--- config.mk ---
export PLATFORM = sky130hd
export DESIGN_NAME = log_entry_framer_crc32
export DESIGN_NICKNAME = d
export VERILOG_FILES = /design/src/hw/rtl/lef_pkg.sv /design/src/hw/rtl/lef_cmd_q.sv /design/src/hw/rtl/lef_front.sv /design/src/hw/rtl/lef_back.sv /design/src/hw/rtl/log_entry_framer_crc32.sv
export SDC_FILE = /design/constraint.sdc
export NUM_CORES = 1
export LEC_CHECK = 0
export BUFFER_PORTS_ARGS = -buffer_cell sky130_fd_sc_hd__buf_2
export CORE_UTILIZATION = 50
export CTS_CLUSTER_SIZE = 8
export DETAILED_ROUTE_END_ITERATION = 8
export PLACE_DENSITY = 0.64
export SLEW_MARGIN = 20
export SYNTH_ARGS = -nofsm -noshare
export SYNTH_HDL_FRONTEND = slang
export SYNTH_SLANG_ARGS = --single-unit
--- constraint.sdc ---
create_clock -name i_clk -period 5.71 [get_ports i_clk]
set_input_delay 0.8565 -clock i_clk [delete_from_list [all_inputs] [get_ports i_clk]]
set_output_delay 0.8565 -clock i_clk [all_outputs]
set_load 0.02 [all_outputs]
--- src/hw/rtl/lef_pkg.sv ---
`timescale 1ns / 1ps

package lef_pkg;

    localparam int HDR_LEN    = 18;
    localparam int CRC_LEN    = 4;
    localparam int Q_DEPTH    = 4;
    localparam int CNT_W      = $clog2(HDR_LEN);
    localparam int IDX_W      = 2;
    localparam int S_DATA_W   = 136;
    localparam logic [31:0] CRC_POLY = 32'hEDB88320;
    localparam logic [7:0]  BYTE_MASK = 8'hFF;

    // configuration register indexes
    localparam logic [IDX_W-1:0] REG_ENABLE = 2'd0;
    localparam logic [IDX_W-1:0] REG_MAGIC  = 2'd1;
    localparam logic [IDX_W-1:0] REG_START  = 2'd2;

    // input opcodes
    localparam logic OP_HEADER = 1'b0;
    localparam logic OP_DATA   = 1'b1;

    typedef enum logic {
        K_HEAD,
        K_DATA
    } t_kind;

    typedef enum logic {
        BK_RUN,
        BK_TAIL
    } t_bk_state;

    // one queued command: a whole header or one payload byte
    typedef struct packed {
        t_kind       kind;
        logic        last;     // trailer follows this command
        logic [31:0] len;
        logic [31:0] src;
        logic [63:0] ts;
        logic [7:0]  data;
    } t_cmd;

    typedef struct packed {
        logic full;
        logic empty;
    } t_q_status;

endpackage

--- src/hw/rtl/lef_cmd_q.sv ---
`timescale 1ns / 1ps

module lef_cmd_q #(
    parameter int DEPTH = 4
) (
    input  logic             i_clk,
    input  logic             i_rst_n,
    input  logic             i_push,
    input  lef_pkg::t_cmd    i_cmd,
    input  logic             i_pop,
    output lef_pkg::t_cmd    o_cmd,
    output lef_pkg::t_q_status o_status
);
    import lef_pkg::*;

    localparam int AW = (DEPTH > 1) ? $clog2(DEPTH) : 1;
    localparam int CW = $clog2(DEPTH + 1);

    t_cmd          r_mem [DEPTH];
    logic [AW-1:0] r_wr_ptr, n_wr_ptr;
    logic [AW-1:0] r_rd_ptr, n_rd_ptr;
    logic [CW-1:0] r_count, n_count;
    logic          do_push, do_pop;

    assign o_status.full  = (r_count == CW'(DEPTH));
    assign o_status.empty = (r_count == '0);
    assign o_cmd          = r_mem[r_rd_ptr];

    assign do_push = i_push && !o_status.full;
    assign do_pop  = i_pop && !o_status.empty;

    always_comb begin
        n_wr_ptr = r_wr_ptr;
        n_rd_ptr = r_rd_ptr;
        n_count  = r_count;
        if (do_push) begin
            n_wr_ptr = (r_wr_ptr == AW'(DEPTH - 1)) ? '0 : r_wr_ptr + 1'b1;
        end
        if (do_pop) begin
            n_rd_ptr = (r_rd_ptr == AW'(DEPTH - 1)) ? '0 : r_rd_ptr + 1'b1;
        end
        if (do_push && !do_pop) begin
            n_count = r_count + 1'b1;
        end else if (do_pop && !do_push) begin
            n_count = r_count - 1'b1;
        end
    end

    always_ff @(posedge i_clk) begin
        if (!i_rst_n) begin
            r_wr_ptr <= '0;
            r_rd_ptr <= '0;
            r_count  <= '0;
        end else begin
            r_wr_ptr <= n_wr_ptr;
            r_rd_ptr <= n_rd_ptr;
            r_count  <= n_count;
        end
    end

    always_ff @(posedge i_clk) begin
        if (do_push) begin
            r_mem[r_wr_ptr] <= i_cmd;
        end
    end

endmodule

--- src/hw/rtl/lef_front.sv ---
`timescale 1ns / 1ps

module lef_front (
    input  logic                           i_clk,
    input  logic                           i_rst_n,
    input  logic                           i_s_tvalid,
    output logic                           o_s_tready,
    input  logic [lef_pkg::S_DATA_W-1:0]   i_s_tdata,
    input  logic                           i_s_tuser,
    input  logic                           i_enable,
    input  logic [63:0]                    i_start_time,
    input  lef_pkg::t_q_status             i_q_status,
    output logic                           o_push,
    output lef_pkg::t_cmd                  o_cmd
);
    import lef_pkg::*;

    logic        r_open, n_open;
    logic [31:0] r_left, n_left;
    logic        accept;
    logic [31:0] f_len, f_src;
    logic [63:0] f_now;
    logic [7:0]  f_byte;

    assign f_len  = i_s_tdata[31:0];
    assign f_src  = i_s_tdata[63:32];
    assign f_now  = i_s_tdata[127:64];
    assign f_byte = i_s_tdata[135:128];

    assign o_s_tready = !i_q_status.full;
    assign accept     = i_s_tvalid && o_s_tready;

    always_comb begin
        n_open     = r_open;
        n_left     = r_left;
        o_push     = 1'b0;
        o_cmd.kind = (i_s_tuser == OP_HEADER) ? K_HEAD : K_DATA;
        o_cmd.last = 1'b0;
        o_cmd.len  = f_len;
        o_cmd.src  = f_src;
        o_cmd.ts   = f_now - i_start_time;
        o_cmd.data = f_byte;
        if (accept && i_enable) begin
            if (i_s_tuser == OP_HEADER) begin
                // headers while payload is owed are dropped
                if (!r_open) begin
                    o_push     = 1'b1;
                    o_cmd.last = (f_len == '0);
                    if (f_len != '0) begin
                        n_open = 1'b1;
                        n_left = f_len;
                    end
                end
            end else if (r_open) begin
                o_push     = 1'b1;
                o_cmd.last = (r_left == 32'd1);
                n_left     = r_left - 1'b1;
                if (r_left == 32'd1) begin
                    n_open = 1'b0;
                end
            end
        end
    end

    always_ff @(posedge i_clk) begin
        if (!i_rst_n) begin
            r_open <= 1'b0;
            r_left <= '0;
        end else begin
            r_open <= n_open;
            r_left <= n_left;
        end
    end

endmodule

--- src/hw/rtl/lef_back.sv ---
`timescale 1ns / 1ps

module lef_back (
    input  logic                i_clk,
    input  logic                i_rst_n,
    input  logic [15:0]         i_magic,
    input  lef_pkg::t_cmd       i_cmd,
    input  lef_pkg::t_q_status  i_q_status,
    output logic                o_pop,
    output logic                o_m_tvalid,
    input  logic                i_m_tready,
    output logic [7:0]          o_m_tdata,
    output logic                o_m_tlast
);
    import lef_pkg::*;

    function automatic logic [31:0] crc_byte(input logic [31:0] c_in, input logic [7:0] b);
        logic [31:0] c;
        c = c_in ^ {24'h0, b & BYTE_MASK};
        for (int k = 0; k < 8; k++) begin
            c = (c >> 1) ^ (c[0] ? CRC_POLY : 32'h0);
        end
        return c;
    endfunction

    t_bk_state        r_state, n_state;
    logic [CNT_W-1:0] r_cnt, n_cnt;
    logic [31:0]      r_crc, n_crc;
    logic             r_out_valid, n_out_valid;
    logic [7:0]       r_out_byte, n_out_byte;
    logic             r_out_last, n_out_last;
    logic             adv;
    logic [7:0]       hdr_b [HDR_LEN];
    logic [7:0]       cur_byte;
    logic [31:0]      crc_in;
    logic [31:0]      crc_out;

    assign o_m_tvalid = r_out_valid;
    assign o_m_tdata  = r_out_byte;
    assign o_m_tlast  = r_out_last;

    // output slot free or being drained this cycle
    assign adv = !r_out_valid || i_m_tready;

    always_comb begin
        hdr_b[0] = i_magic[15:8];
        hdr_b[1] = i_magic[7:0];
        for (int i = 0; i < 4; i++) begin
            hdr_b[2 + i] = i_cmd.len[31 - 8 * i -: 8];
            hdr_b[6 + i] = i_cmd.src[31 - 8 * i -: 8];
        end
        for (int i = 0; i < 8; i++) begin
            hdr_b[10 + i] = i_cmd.ts[63 - 8 * i -: 8];
        end
    end

    assign cur_byte = (i_cmd.kind == K_HEAD) ? hdr_b[r_cnt] : i_cmd.data;
    assign crc_in   = (i_cmd.kind == K_HEAD && r_cnt == '0) ? 32'hFFFFFFFF : r_crc;
    assign crc_out  = ~r_crc;

    always_comb begin
        n_state     = r_state;
        n_cnt       = r_cnt;
        n_crc       = r_crc;
        n_out_valid = r_out_valid;
        n_out_byte  = r_out_byte;
        n_out_last  = r_out_last;
        o_pop       = 1'b0;
        if (adv) begin
            n_out_valid = 1'b0;
        end
        unique case (r_state)
            BK_RUN: begin
                if (adv && !i_q_status.empty) begin
                    n_out_valid = 1'b1;
                    n_out_byte  = cur_byte;
                    n_out_last  = 1'b0;
                    n_crc       = crc_byte(crc_in, cur_byte);
                    if (i_cmd.kind == K_DATA || r_cnt == CNT_W'(HDR_LEN - 1)) begin
                        o_pop = 1'b1;
                        n_cnt = '0;
                        if (i_cmd.last) begin
                            n_state = BK_TAIL;
                        end
                    end else begin
                        n_cnt = r_cnt + 1'b1;
                    end
                end
            end
            BK_TAIL: begin
                if (adv) begin
                    n_out_valid = 1'b1;
                    n_out_byte  = crc_out[31 - 8 * r_cnt[1:0] -: 8];
                    n_out_last  = (r_cnt == CNT_W'(CRC_LEN - 1));
                    if (r_cnt == CNT_W'(CRC_LEN - 1)) begin
                        n_cnt   = '0;
                        n_state = BK_RUN;
                    end else begin
                        n_cnt = r_cnt + 1'b1;
                    end
                end
            end
            default: begin
                n_state = BK_RUN;
            end
        endcase
    end

    always_ff @(posedge i_clk) begin
        if (!i_rst_n) begin
            r_state     <= BK_RUN;
            r_cnt       <= '0;
            r_out_valid <= 1'b0;
        end else begin
            r_state     <= n_state;
            r_cnt       <= n_cnt;
            r_out_valid <= n_out_valid;
        end
    end

    always_ff @(posedge i_clk) begin
        r_crc      <= n_crc;
        r_out_byte <= n_out_byte;
        r_out_last <= n_out_last;
    end

endmodule

--- src/hw/rtl/log_entry_framer_crc32.sv ---
`timescale 1ns / 1ps

// Channel   | Dir | Beat moves
// ----------+-----+-------------------------------------------------------
// s (item)  | in  | tuser: opcode; tdata: length, source id, time, byte
// m (byte)  | out | tdata: record byte; tlast: final CRC byte of record
// cfg       | in  | index + 64-bit data; 0 enable, 1 magic, 2 start time
//
// A header beat becomes 18 output bytes (22 with a zero length), a payload
// beat one (five on the last byte); the back-end serializer emits them.
// Input beats are taken every cycle while the command queue has room.
// Reset is synchronous, active low; no record is open afterwards.
// A stalled output holds the byte; the front keeps filling the queue.

module log_entry_framer_crc32 #(
    parameter int QUEUE_DEPTH = lef_pkg::Q_DEPTH
) (
    input  logic                          i_clk,
    input  logic                          i_rst_n,
    input  logic                          i_s_tvalid,
    output logic                          o_s_tready,
    // [31:0] payload_length, [63:32] source_id, [127:64] now_time,
    // [135:128] data_byte
    input  logic [lef_pkg::S_DATA_W-1:0]  i_s_tdata,
    // [0] opcode
    input  logic                          i_s_tuser,
    output logic                          o_m_tvalid,
    input  logic                          i_m_tready,
    // [7:0] out_byte
    output logic [7:0]                    o_m_tdata,
    output logic                          o_m_tlast,
    input  logic                          i_cfg_valid,
    output logic                          o_cfg_ready,
    input  logic [lef_pkg::IDX_W-1:0]     i_cfg_index,
    input  logic [63:0]                   i_cfg_data
);
    import lef_pkg::*;

    logic        r_enable;
    logic [15:0] r_magic;
    logic [63:0] r_start;
    logic        push, pop;
    t_cmd        cmd_in, cmd_out;
    t_q_status   q_status;

    assign o_cfg_ready = 1'b1;

    always_ff @(posedge i_clk) begin
        if (!i_rst_n) begin
            r_enable <= 1'b0;
            r_magic  <= '0;
            r_start  <= '0;
        end else if (i_cfg_valid) begin
            unique case (i_cfg_index)
                REG_ENABLE: r_enable <= i_cfg_data[0];
                REG_MAGIC:  r_magic  <= i_cfg_data[15:0];
                REG_START:  r_start  <= i_cfg_data;
                default: ;
            endcase
        end
    end

    lef_front u_front (
        .i_clk        (i_clk),
        .i_rst_n      (i_rst_n),
        .i_s_tvalid   (i_s_tvalid),
        .o_s_tready   (o_s_tready),
        .i_s_tdata    (i_s_tdata),
        .i_s_tuser    (i_s_tuser),
        .i_enable     (r_enable),
        .i_start_time (r_start),
        .i_q_status   (q_status),
        .o_push       (push),
        .o_cmd        (cmd_in)
    );

    lef_cmd_q #(
        .DEPTH (QUEUE_DEPTH)
    ) u_q (
        .i_clk    (i_clk),
        .i_rst_n  (i_rst_n),
        .i_push   (push),
        .i_cmd    (cmd_in),
        .i_pop    (pop),
        .o_cmd    (cmd_out),
        .o_status (q_status)
    );

    lef_back u_back (
        .i_clk      (i_clk),
        .i_rst_n    (i_rst_n),
        .i_magic    (r_magic),
        .i_cmd      (cmd_out),
        .i_q_status (q_status),
        .o_pop      (pop),
        .o_m_tvalid (o_m_tvalid),
        .i_m_tready (i_m_tready),
        .o_m_tdata  (o_m_tdata),
        .o_m_tlast  (o_m_tlast)
    );

endmodule
==> out/qor.yml <==
cts:
  clock_root_buffer_master: "sky130_fd_sc_hd__clkbuf_16"
  cts_setup_buffers: 0
  cts_tree: "done"
  worst_skew_pair.late_latency_ns: 0.64
  cts-root-to-sink-buffers: 3
  tritoncts_buffer_count: 101
  cts.sink_count: 723
  path_clk_slew_ns: 0.06
  ctsHoldBuffers: 0
  cts_resized: 0
  number_of_levels_in_the_clock_h_tree: 3
synthesis:
  synth-async-reset-ratio_pct: 0
  post_synth_instance_area_um2: 33800
  dominantRegCellSynth: "sky130_fd_sc_hd__edfxtp_1"
  syn_area_per_cell_um2: 13.7
  synth.ff_latch_count: 723
  synth_warnings: 0
  number_of_enable_type_register_cells_in_the_synthesized_netlist: 593
  seq_area_frac_synth_pct: 60.3
  synth_cell_type_count: 90
  post_synthesis_net_count: 2761
  netlist_instances: 2477
finish:
  final_cells: 3661
  areaGrowthSynthToFinish_pct: 14.4
  drive_above_1_share_pct: 18.4
  nFillCells: 5361
  layout_commonest_cell: "sky130_fd_sc_hd__edfxtp_1"
  sequential_cell_area_um2: 20400
  final_net_count: 2994
  multi_input_comb_area_um2: 12300
  postLayoutCellArea_um2: 38700
  most-common-layout-cells: "sky130_fd_sc_hd__edfxtp_1, sky130_fd_sc_hd__nand2_1, sky130_fd_sc_hd__buf_2, sky130_fd_sc_hd__dfxtp_1, sky130_fd_sc_hd__nor2_1"
  utilization_pct: 58.3
route:
  route.vias.total: 21200
  drt_iter0_markers: 1769
  drtAntennaViolNets: 0
  wire_per_inst_um: 22.8
  postRouteWirelength_um: 83700
  drc: 0
  vias_per_cell: 5.80
  drt_pre_antenna_iters: 6
sta:
  layout_worst_path_cycle_share_pct: 84.3
  relSlewSlack_pct: 35.9
  final_max_slew_viol_count: 0
  grt_setup_unrepaired: "no"
  period_needed_ns: 4.81
  timing.final.hold_violations: 0
  tns_ns: 0
  final.setup_skew_ns: 0.0207
  worst-slew-pin-transition_ns: 0.935
  fmaxAchievable_ghz: 0.208
  final-setup-viol-count: 0
worst_setup_path:
  worstPathCellList: "buf_12, buf_12, mux4_2, nand2_1, nand2_1, a221oi_1, nor3_1, o221ai_1, xnor2_2, xor2_2, xor2_1, xnor3_1"
  worstPathMaxFanout: 41
  worstPathBufferInverterCount: 2
  critPathTopFamily: "XOR/XNOR gates"
  path_class: "reg2reg"
  crit_path_end_kind: "register"
  cell_at_the_slowest_stage_of_the_critical_path: "sky130_fd_sc_hd__dfxtp_4"
  cp.arrival_ns: 5.19
  setup.worst_path.start_class: "register"
  max_stage_delay_ns: 0.80
  cp.required_ns: 6.08
place:
  dp_cells: 3471
  io_buffers: 218
  postPlaceCellArea_um2: 35800
  post-dp-hpwl_um: 56800
  place.gp.congestion: 0.914
power_and_ir_drop:
  power_frac_comb_pct: 24.8
  cell_internal_pwr_mw: 11.4
  leakage_nw: 13.3
  post-layout-total-power_mw: 16.0
  vdd.ir_drop.worst_mv: 0.366
  pwr-share-clk_pct: 34.5
  cellPowerDensity_nw_per_um2: 413
  p_sw_share_pct: 28.7
  power.share.sequential_pct: 40.7
  net-switching-power_mw: 4.60
grt:
  grt_max_degree: 125
  grt_remaining_overflow: 0
  grt_pass1_vias: 21100
  initial_antenna_violation_count: 8
  first_pass_grt_wire_length_um: 126000
  grt_util_all_layers_pct: 24.5
floorplan:
  dieArea_um2: 68700
  io-pin-count: 220
  core_region_area_um2: 66300
  die_width_um: 262
  fp.dieH_um: 262
  start_util_pct: 51.0
  floorplan.rows: 94
worst_hold_path:
  worst_hold_path_type: "in2reg"
outcome:
  outcome: "completed"
job:
  count_of_max_cap_constraint_violations: 0
-- metal layers --
metal,part of all wire [%],GRT usage (%),vias up
met1,42,32.7,10500
li1,-,-,9890
met4,2.8,7.87,8
met2,48,39.6,710
met5,0.067,0,-
met3,6.9,5.54,141
-- path summary, 6_finish.rpt --
kind         slack, ns                startpoint  cells past startpoint                          to
max               0.90                  register                     12  u_back.r_crc[19]$_DFFE_PP_
min               0.44            i_s_tdata[135]                      1   u_q.r_mem[1][7]$_DFFE_PP_
max reg2reg       0.90                  register                     12  u_back.r_crc[19]$_DFFE_PP_
min reg2reg       0.46  r_start[42]$_SDFFE_PN0P_                      2    r_start[42]$_SDFFE_PN0P_
-- cell usage after synthesis (all sizes together), types with 4 or more instances --
cell type | count | area, µm²
a211oi | 11 | 82.6
a21boi | 88 | 661
a21o | 53 | 398
a21oi | 113 | 566
a221oi | 7 | 67.6
a22oi | 12 | 90.1
a311oi | 6 | 58.8
a31o | 4 | 35.0
a31oi | 18 | 113
a41oi | 6 | 52.6
and2 | 18 | 113
and3 | 4 | 25.0
buf | 52 | 454
clkbuf | 81 | 304
dfxtp | 130 | 2600
edfxtp | 593 | 17800
ha | 74 | 926
inv | 100 | 375
mux2 | 5 | 56.3
mux2i | 86 | 861
mux4 | 125 | 2950
nand2 | 255 | 960
nand2b | 17 | 106
nand3 | 32 | 160
nand3b | 6 | 57.6
nand4 | 20 | 125
nor2 | 123 | 462
nor2b | 23 | 144
nor3 | 34 | 170
nor4 | 14 | 87.6
o2111ai | 5 | 43.8
o211ai | 9 | 86.3
o21a | 11 | 82.6
o21ai | 91 | 459
o21bai | 17 | 128
o221a | 7 | 78.8
o221ai | 16 | 165
o22ai | 14 | 87.6
o2bb2ai | 4 | 35.0
or3 | 16 | 100
or4 | 5 | 37.5
xnor2 | 86 | 836
xor2 | 48 | 447
-- area by class of cell --
class                      instances  area share (%)
antenna                            2          0.0129
inverter                         101           0.980
sequential                       723            52.8
tap                              864            2.79
timing repair buffer             263            4.08
clock inverter                     7           0.239
multi-input combinational       1520            31.8
clock buffer                     181            7.33
-- per-stage QoR --
step | hold slack, ns | worst slack (ns)
global placement | 0.452 | 1.07
finish | 0.437 | 0.898
detailed placement | 0.457 | 0.979
global route | 0.410 | 0.775
floorplan | 0.440 | 0.640
CTS | 0.404 | 0.994
-- flip-flops by register name, summed over array words and instances (netlist names), named ones only --
signal / flops
r_enable: 1
r_magic: 16
r_start: 64
u_back.o_m_tdata: 8
u_back.o_m_tlast: 1
u_back.o_m_tvalid: 1
u_back.r_cnt: 5
u_back.r_crc: 32
u_back.r_state: 1
u_front.r_left: 32
u_front.r_open: 1
u_q.r_count: 3
u_q.r_mem: 552
u_q.r_rd_ptr: 2
u_q.r_wr_ptr: 2
-- power by group through the flow --
stage	combinational (mW)	clock (mW)	sequential, mW
2_1_floorplan	3.01	0	6.53
3_3_place_gp	3.93	0	6.60
3_5_place_dp	3.97	0	6.61
4_1_cts	3.99	5.60	6.51
5_1_grt	4.28	5.82	6.53
6_report	3.97	5.52	6.51
-- logic make-up after synthesis --
logic type                 share of synthesized area, %
DFF                                                60.3
and+or+nand+nor                                    7.82
AOI/OAI and AO/OA                                  10.3
buffers and inverters                              3.36
muxes                                              11.4
xor gates and xnor gates                           3.86
adders and majority gates                          2.86
other                                            0.0111
(Power assumes the default switching activity.)
